--- config.mk ---
export PLATFORM = sky130hd
export DESIGN_NAME = aerc_core
export DESIGN_NICKNAME = d
export VERILOG_FILES = /design/src/hw/rtl/aerc_pkg.sv /design/src/hw/rtl/aerc_core.sv
export SDC_FILE = /design/constraint.sdc
export NUM_CORES = 1
export LEC_CHECK = 0
export BUFFER_PORTS_ARGS = -buffer_cell sky130_fd_sc_hd__buf_2
export CAP_MARGIN = 20
export CORE_MARGIN = 5
export CORE_UTILIZATION = 59
export CTS_BUF_LIST = sky130_fd_sc_hd__clkbuf_8
export DETAILED_ROUTE_END_ITERATION = 16
export PLACE_DENSITY = 0.82
export SETUP_SLACK_MARGIN = 0.2
export SLEW_MARGIN = 20
export SYNTH_ARGS = -nofsm -noshare
export SYNTH_HDL_FRONTEND = slang
export SYNTH_SLANG_ARGS = --single-unit
--- constraint.sdc ---
create_clock -name i_clk -period 3.9 [get_ports i_clk]
set_input_delay 0 -clock i_clk [delete_from_list [all_inputs] [get_ports i_clk]]
set_output_delay 0 -clock i_clk [all_outputs]
set_load 0.05 [all_outputs]
--- src/hw/rtl/aerc_pkg.sv ---
// ----------------------------------------------------------------------------
// aerc_pkg
// Types and constants shared by the angle encoder reply checker.
// ----------------------------------------------------------------------------
`timescale 1ns / 1ps

package aerc_pkg;

    localparam int NUM_SENSORS = 4;

    localparam int MODE_W   = 2;
    localparam int WORD_W   = 16;
    localparam int ENC_W    = 2;
    localparam int ANGLE_W  = 14;
    localparam int VALID_W  = 4;
    localparam int CNT_W    = 32;
    localparam int TMO_W    = 8;
    localparam int PADDR_W  = 3;
    localparam int PDATA_W  = 32;

    localparam logic [WORD_W-1:0] CMD_ANGLE     = 16'hFFFF;
    localparam logic [WORD_W-1:0] CMD_ERRREG    = 16'h4001;
    localparam int                FLAG_POS      = 14;
    localparam int                PARITY_POS    = 15;
    localparam logic [TMO_W-1:0]  TIMEOUT_RESET = 8'd5;
    localparam logic [TMO_W-1:0]  AGE_MAX       = 8'hFF;

    localparam logic [PADDR_W-3:0] REG_TIMEOUT = 1'b0;

    typedef enum logic [MODE_W-1:0] {
        MODE_TICK   = 2'd0,
        MODE_REPLY  = 2'd1,
        MODE_BUSERR = 2'd2
    } t_mode;

    typedef struct packed {
        logic [MODE_W-1:0] mode;
        logic [WORD_W-1:0] reply_word;
        logic [ENC_W-1:0]  encoder;
        logic              last_word;
    } t_item;

    typedef struct packed {
        logic [WORD_W-1:0]  next_command;
        logic [ANGLE_W-1:0] angle_out;
        logic [VALID_W-1:0] commit_mask;
        logic               start_read;
        logic               busy_out;
        logic [CNT_W-1:0]   stall_count;
        logic [CNT_W-1:0]   error_count;
    } t_result;

endpackage

--- src/hw/rtl/aerc_core.sv ---
// ----------------------------------------------------------------------------
// aerc_core
// Encoder state and the single-pass update for one registered transaction.
// ----------------------------------------------------------------------------
`timescale 1ns / 1ps

module aerc_core
    import aerc_pkg::*;
(
    input  logic             i_clk,
    input  logic             i_rst_n,
    input  logic             i_fire,
    input  t_item            i_item,
    input  logic [TMO_W-1:0] i_timeout,
    output t_result          o_result
);

    logic                r_asks  [NUM_SENSORS];
    logic [ANGLE_W-1:0]  r_angle [NUM_SENSORS];
    logic [VALID_W-1:0]  r_committed;
    logic [VALID_W-1:0]  r_pending;
    logic                r_in_flight;
    logic [TMO_W-1:0]    r_age;
    logic [CNT_W-1:0]    r_stalls;
    logic [CNT_W-1:0]    r_errors;

    logic                n_asks  [NUM_SENSORS];
    logic [ANGLE_W-1:0]  n_angle [NUM_SENSORS];
    logic [VALID_W-1:0]  n_committed;
    logic [VALID_W-1:0]  n_pending;
    logic                n_in_flight;
    logic [TMO_W-1:0]    n_age;
    logic [CNT_W-1:0]    n_stalls;
    logic [CNT_W-1:0]    n_errors;

    logic                w_started;
    logic [TMO_W-1:0]    w_age_inc;
    logic                w_par_ok;
    logic                w_flagged;

    assign w_age_inc = (r_age != AGE_MAX) ? r_age + 8'd1 : r_age;
    assign w_par_ok  = ~^i_item.reply_word;
    assign w_flagged = i_item.reply_word[FLAG_POS];

    always_comb begin
        n_asks      = r_asks;
        n_angle     = r_angle;
        n_committed = r_committed;
        n_pending   = r_pending;
        n_in_flight = r_in_flight;
        n_age       = r_age;
        n_stalls    = r_stalls;
        n_errors    = r_errors;
        w_started   = 1'b0;

        unique case (i_item.mode)
            MODE_TICK: begin
                if (r_in_flight) begin
                    if (w_age_inc >= i_timeout) begin
                        n_stalls    = r_stalls + 32'd1;
                        n_in_flight = 1'b0;
                        n_age       = '0;
                        n_committed = '0;
                    end else begin
                        n_age = w_age_inc;
                    end
                end else begin
                    n_age       = '0;
                    n_pending   = '0;
                    n_in_flight = 1'b1;
                    w_started   = 1'b1;
                end
            end
            MODE_REPLY: begin
                if (r_in_flight) begin
                    for (int i = 0; i < NUM_SENSORS; i++) begin
                        if (int'(i_item.encoder) == i) begin
                            if (w_par_ok && !w_flagged && !r_asks[i]) begin
                                n_angle[i] = i_item.reply_word[ANGLE_W-1:0];
                                n_pending  = r_pending | VALID_W'(1 << i);
                            end
                            n_asks[i] = w_par_ok && w_flagged && !r_asks[i];
                        end
                    end
                    if (i_item.last_word) begin
                        n_age       = '0;
                        n_committed = n_pending;
                        n_in_flight = 1'b0;
                    end
                end
            end
            MODE_BUSERR: begin
                n_errors    = r_errors + 32'd1;
                n_in_flight = 1'b0;
                n_age       = '0;
                n_committed = '0;
            end
            default: begin
            end
        endcase
    end

    always_comb begin
        o_result.next_command = CMD_ANGLE;
        o_result.angle_out    = '0;
        for (int i = 0; i < NUM_SENSORS; i++) begin
            if (int'(i_item.encoder) == i) begin
                o_result.next_command = n_asks[i] ? CMD_ERRREG : CMD_ANGLE;
                o_result.angle_out    = n_angle[i];
            end
        end
        o_result.commit_mask = n_committed;
        o_result.start_read  = w_started;
        o_result.busy_out    = n_in_flight;
        o_result.stall_count = n_stalls;
        o_result.error_count = n_errors;
    end

    always_ff @(posedge i_clk) begin
        if (!i_rst_n) begin
            for (int i = 0; i < NUM_SENSORS; i++) begin
                r_asks[i]  <= 1'b0;
                r_angle[i] <= '0;
            end
            r_committed <= '0;
            r_pending   <= '0;
            r_in_flight <= 1'b0;
            r_age       <= '0;
            r_stalls    <= '0;
            r_errors    <= '0;
        end else if (i_fire) begin
            r_asks      <= n_asks;
            r_angle     <= n_angle;
            r_committed <= n_committed;
            r_pending   <= n_pending;
            r_in_flight <= n_in_flight;
            r_age       <= n_age;
            r_stalls    <= n_stalls;
            r_errors    <= n_errors;
        end
    end

endmodule

==> results.rst <==
.. list-table::
   :header-rows: 1

   * - Metric
     - Value
   * - Outcome
     - complete, no violations
   * - Total number of nets in the final design
     - 1201
   * - Final Non-Filler Cells
     - between 1000 and 1500
   * - Non-Filler Cell Area, Final
     - 10130 um2
   * - Aggregate global-route resource usage
     - 0.2551
   * - CTS Buf Count
     - 17
   * - Fraction of the cycle the final worst path needs
     - 0.9235
   * - Placed insts
     - 1290
   * - Clock tree from TritonCTS
     - built
   * - Height of the die
     - 130.7 um
   * - Vias after detailed routing
     - 8000
   * - Post-synthesis to final-layout area growth
     - 17.96%
   * - Mapped cell area
     - 8591 um2
   * - Synthesized area divided by synthesized cell count
     - 8.221 um2
   * - Wire length of the first global-routing pass
     - 35360 um
   * - Worst setup SP type
     - flop
   * - Number of enable flip-flop cells after synthesis
     - 0
   * - Initial Util
     - 0.5956
   * - Number of DRC violations after detailed routing
     - 0
   * - Max-slew violation count
     - 0
   * - Gpl congestion
     - slightly below 0.9
   * - Core Rows
     - 44
   * - Clock latency on the worst-skew pair
     - 0.47 ns
   * - Required time reported for the critical path endpoint
     - 3.90 ns
   * - RSZ-0062 raised after global routing
     - true
   * - Portion of synthesized cell area occupied by the leading cell type
     - 0.3286
   * - Overall die width
     - 130.7 um
   * - Yosys warning count
     - 0
   * - Full die area
     - between 15000 and 20000 um2
   * - Rel. slew slack
     - 0.4039
   * - Post-detailed-route count of antenna-violating nets
     - 0
   * - Number of register bits inferred by synthesis
     - 141
   * - Clock net sink count
     - approximately 140
   * - Power density over the cells
     - 314.2 nW/um2
   * - Max Fclk
     - ~280 MHz
   * - Hold WC Path Type
     - input port to flop
   * - Data arrival time at the worst-slack endpoint
     - 3.60 ns
   * - Core outline area
     - roughly 14000 um2
   * - Count of fill cells added during filler insertion
     - 1142
   * - Post-detailed-placement half-perimeter wirelength
     - 14190 um
   * - Cell taking the most area after synthesis
     - sky130_fd_sc_hd__dfxtp_1
   * - Initial antenna violation count
     - 1
   * - Worst IR drop on VDD
     - 0.1833 mV
   * - Number of max-capacitance violations reported
     - 0
   * - Number of levels in the clock H-tree
     - 4
   * - Top Ports
     - 132
   * - Largest net degree at the start of global routing
     - 76
   * - Post-route clock skew
     - a little over 0.01 ns
   * - Layout cell share with drive strength beyond 1
     - 0.2151
   * - Largest driver fanout on the critical path
     - 5
   * - Root buffer selected by CTS
     - sky130_fd_sc_hd__clkbuf_8
   * - DR WL/cell
     - 16.45 um
   * - Wirelength, routed
     - 22240 um
   * - Register clock-pin slew on the reported worst setup and hold paths
     - around 0.080 ns
   * - Final Hold Slack
     - 0.03547 ns
   * - Cell types occupying the most area after synthesis
     - sky130_fd_sc_hd__dfxtp_1 (33%), sky130_fd_sc_hd__mux2i_1 (7.8%), sky130_fd_sc_hd__xnor2_1 (7.1%)
   * - Global route total overflow
     - 0
   * - Detailed Route Iter0 Violations
     - about 550
   * - Clock Path Buffers
     - 2
   * - Hold Fails Final Rpt
     - 0
   * - Number of input and output port buffers inserted
     - between 100 and 150
   * - Sequential cell area fraction in the yosys report
     - 0.3286
   * - Transition at the pin with the smallest max-transition slack
     - roughly 0.9 ns
   * - Critical path start-end classification
     - flop to primary output
   * - Setup-failing EPs final
     - 0
   * - Placed Area
     - between 9000 and 10000 um2
   * - Vias in the first global route
     - 7514
   * - Main synth FF type
     - sky130_fd_sc_hd__dfxtp_1
   * - Post-route minimum period
     - 3.601 ns
   * - Vias per inst
     - just under 6
   * - Async SR Flop Fraction
     - 0
   * - Setup tns final
     - 0 ns
   * - Synth Instances
     - 1045
   * - Number of library cell types mapped by synthesis
     - 60
   * - Nature of the critical path endpoint
     - primary output
   * - First-pass DRT Iterations
     - 5
   * - Standby leakage power
     - 4.549 nW
==> cell usage after synthesis, types with 5 or more instances <==
| cell type | n |
|---|---|
| sky130_fd_sc_hd__o21a_1 | 16 |
| sky130_fd_sc_hd__clkbuf_1 | 42 |
| sky130_fd_sc_hd__inv_1 | 19 |
| sky130_fd_sc_hd__nor3_1 | 14 |
| sky130_fd_sc_hd__nand3_1 | 40 |
| sky130_fd_sc_hd__and3_1 | 28 |
| sky130_fd_sc_hd__ha_1 | 15 |
| sky130_fd_sc_hd__nand2b_1 | 6 |
| sky130_fd_sc_hd__o21ai_0 | 35 |
| sky130_fd_sc_hd__a32oi_1 | 8 |
| sky130_fd_sc_hd__or3_1 | 29 |
| sky130_fd_sc_hd__o311ai_0 | 7 |
| sky130_fd_sc_hd__mux2_2 | 5 |
| sky130_fd_sc_hd__nand4_1 | 35 |
| sky130_fd_sc_hd__o31ai_1 | 6 |
| sky130_fd_sc_hd__buf_2 | 10 |
| sky130_fd_sc_hd__mux2i_1 | 67 |
| sky130_fd_sc_hd__a21oi_1 | 32 |
| sky130_fd_sc_hd__and2_1 | 26 |
| sky130_fd_sc_hd__dfxtp_1 | 141 |
| sky130_fd_sc_hd__o32ai_1 | 5 |
| sky130_fd_sc_hd__buf_4 | 21 |
| sky130_fd_sc_hd__a31oi_1 | 19 |
| sky130_fd_sc_hd__o21ai_1 | 5 |
| sky130_fd_sc_hd__a21o_1 | 5 |
| sky130_fd_sc_hd__nand2_1 | 68 |
| sky130_fd_sc_hd__nor2_1 | 149 |
| sky130_fd_sc_hd__xor2_1 | 50 |
| sky130_fd_sc_hd__xnor2_1 | 70 |
| sky130_fd_sc_hd__buf_6 | 7 |
| sky130_fd_sc_hd__a22oi_1 | 8 |
==> placed cells by master (no fill, tap or decap), types with 5 or more instances in the layout <==
cell	instances
sky130_fd_sc_hd__o311ai_0	7
sky130_fd_sc_hd__xnor2_1	61
sky130_fd_sc_hd__o32ai_1	5
sky130_fd_sc_hd__a21o_1	5
sky130_fd_sc_hd__dlygate4sd3_1	16
sky130_fd_sc_hd__nand2b_1	6
sky130_fd_sc_hd__a22oi_1	8
sky130_fd_sc_hd__nand3_1	39
sky130_fd_sc_hd__o21a_1	16
sky130_fd_sc_hd__a31oi_1	18
sky130_fd_sc_hd__dfxtp_1	136
sky130_fd_sc_hd__buf_4	42
sky130_fd_sc_hd__xor2_1	43
sky130_fd_sc_hd__or3_1	28
sky130_fd_sc_hd__nand2_1	68
sky130_fd_sc_hd__buf_6	8
sky130_fd_sc_hd__nor2_1	145
sky130_fd_sc_hd__a32oi_1	8
sky130_fd_sc_hd__a21oi_1	31
sky130_fd_sc_hd__o31ai_1	6
sky130_fd_sc_hd__buf_2	103
sky130_fd_sc_hd__nor3_1	12
sky130_fd_sc_hd__and2_1	24
sky130_fd_sc_hd__and3_1	27
sky130_fd_sc_hd__mux2i_1	67
sky130_fd_sc_hd__xnor2_2	11
sky130_fd_sc_hd__o21ai_0	34
sky130_fd_sc_hd__nand4_1	35
sky130_fd_sc_hd__xor2_2	8
sky130_fd_sc_hd__o21ai_1	6
sky130_fd_sc_hd__inv_1	23
sky130_fd_sc_hd__ha_1	14
sky130_fd_sc_hd__clkbuf_8	22
==> metal layers <==
metal / global-route usage / vias to the layer above / part of all wire
met5: 0 / - / 0
met4: 0.1228 / 0 / 0.034
met3: 0.04634 / 56 / 0.054
met2: 0.4116 / 285 / 0.48
met1: 0.3306 / 3808 / 0.44
li1: - / 3851 / -
==> area by class of cell <==
| cell class | count | area, um2 | share of cell area |
|---|---|---|---|
| inverters | 20 | 76.32 | 0.007532 |
| diodes | 1 | 2.502 | 0.0002469 |
| multi-input cells | 801 | 5446 | 0.5375 |
| well taps | 184 | 230.2 | 0.02272 |
| clock inverters | 10 | 120.1 | 0.01185 |
| repair buffers | 173 | 1119 | 0.1104 |
| clock buffers | 22 | 302.8 | 0.02988 |
| flip-flops and latches | 141 | 2836 | 0.2799 |
==> metrics by stage <==
step | total power, W | utilization | worst slack (ns)
floorplan | 0.001858 | - | 0.2006
CTS | 0.003188 | 0.6924 | 0.2006
global route | 0.003281 | 0.7026 | 0.1165
global placement | 0.001922 | 0.6413 | 0.2645
detailed placement | 0.001926 | 0.6413 | 0.1868
finish | 0.003183 | 0.7026 | 0.2985
==> worst max-delay path, cell delays in order (launching register included) <==
cell and delay (ns):
sky130_fd_sc_hd__dfxtp_2 0.36, sky130_fd_sc_hd__ha_2 0.19, sky130_fd_sc_hd__and2_4 0.18, sky130_fd_sc_hd__nand3_4 0.11, sky130_fd_sc_hd__xor2_2 0.19, sky130_fd_sc_hd__inv_1 0.06, sky130_fd_sc_hd__ha_1 0.27, sky130_fd_sc_hd__nand2b_1 0.14
sky130_fd_sc_hd__a21o_1 0.17, sky130_fd_sc_hd__a21o_1 0.16, sky130_fd_sc_hd__a21oi_2 0.14, sky130_fd_sc_hd__o211ai_1 0.12, sky130_fd_sc_hd__buf_6 0.16, sky130_fd_sc_hd__buf_4 0.13, sky130_fd_sc_hd__a21o_1 0.15, sky130_fd_sc_hd__o211ai_1 0.15
sky130_fd_sc_hd__o2bb2ai_1 0.21, sky130_fd_sc_hd__buf_4 0.25
==> cells by family after synthesis <==
family,after synthesis,share of synthesized area
muxes,73,0.08637
xor gates and xnor gates,123,0.1280
adders and majority gates,15,0.02185
AOI/OAI and AO/OA,163,0.1273
and+or+nand+nor,425,0.2453
DFF,141,0.3286
other,1,0.0004365
buffers and inverters,104,0.06219
==> power by group <==
group / switching [W] / leakage (nW) / internal (W) / total (W)
Combinational: 0.000338 / 3.18 / 0.000133 / 0.000470
Clock: 0.000561 / 0.234 / 0.000706 / 0.00127
Sequential: 0.00000525 / 1.14 / 0.00144 / 0.00145
Total: 0.000904 / 4.55 / 0.00228 / 0.00318
==> worst paths after layout <==
kind | startpoint | cells past startpoint | slack, ns | end
worst max-delay path | r_age[1] | 17 | 0.30 | o_result[66]
worst min-delay path | i_item[0] | 4 | 0.04 | r_in_flight
worst max register to register | r_age[1] | 17 | 0.53 | r_stalls[6]
worst min register to register | r_pending[0] | 1 | 0.47 | r_pending[0]
==> flip-flops by register name (all words and copies together) (netlist names) <==
register and count:
r_errors 32, r_pending 4, r_committed 4, r_angle 56
r_stalls 32, r_asks 4, r_in_flight 1, r_age 8
==> timing repair <==
item | in CTS | in global routing
cloned | 1 | 0
setup buffers | 4 | 8
endpoints found under the hold margin | 71 | 0
pin swaps | 2 | 7
hold buffers | 16 | 0
setup endpoints to repair | 37 | 37
resized for setup | 41 | 29
Note: power is estimated with default switching activity, not from simulation.
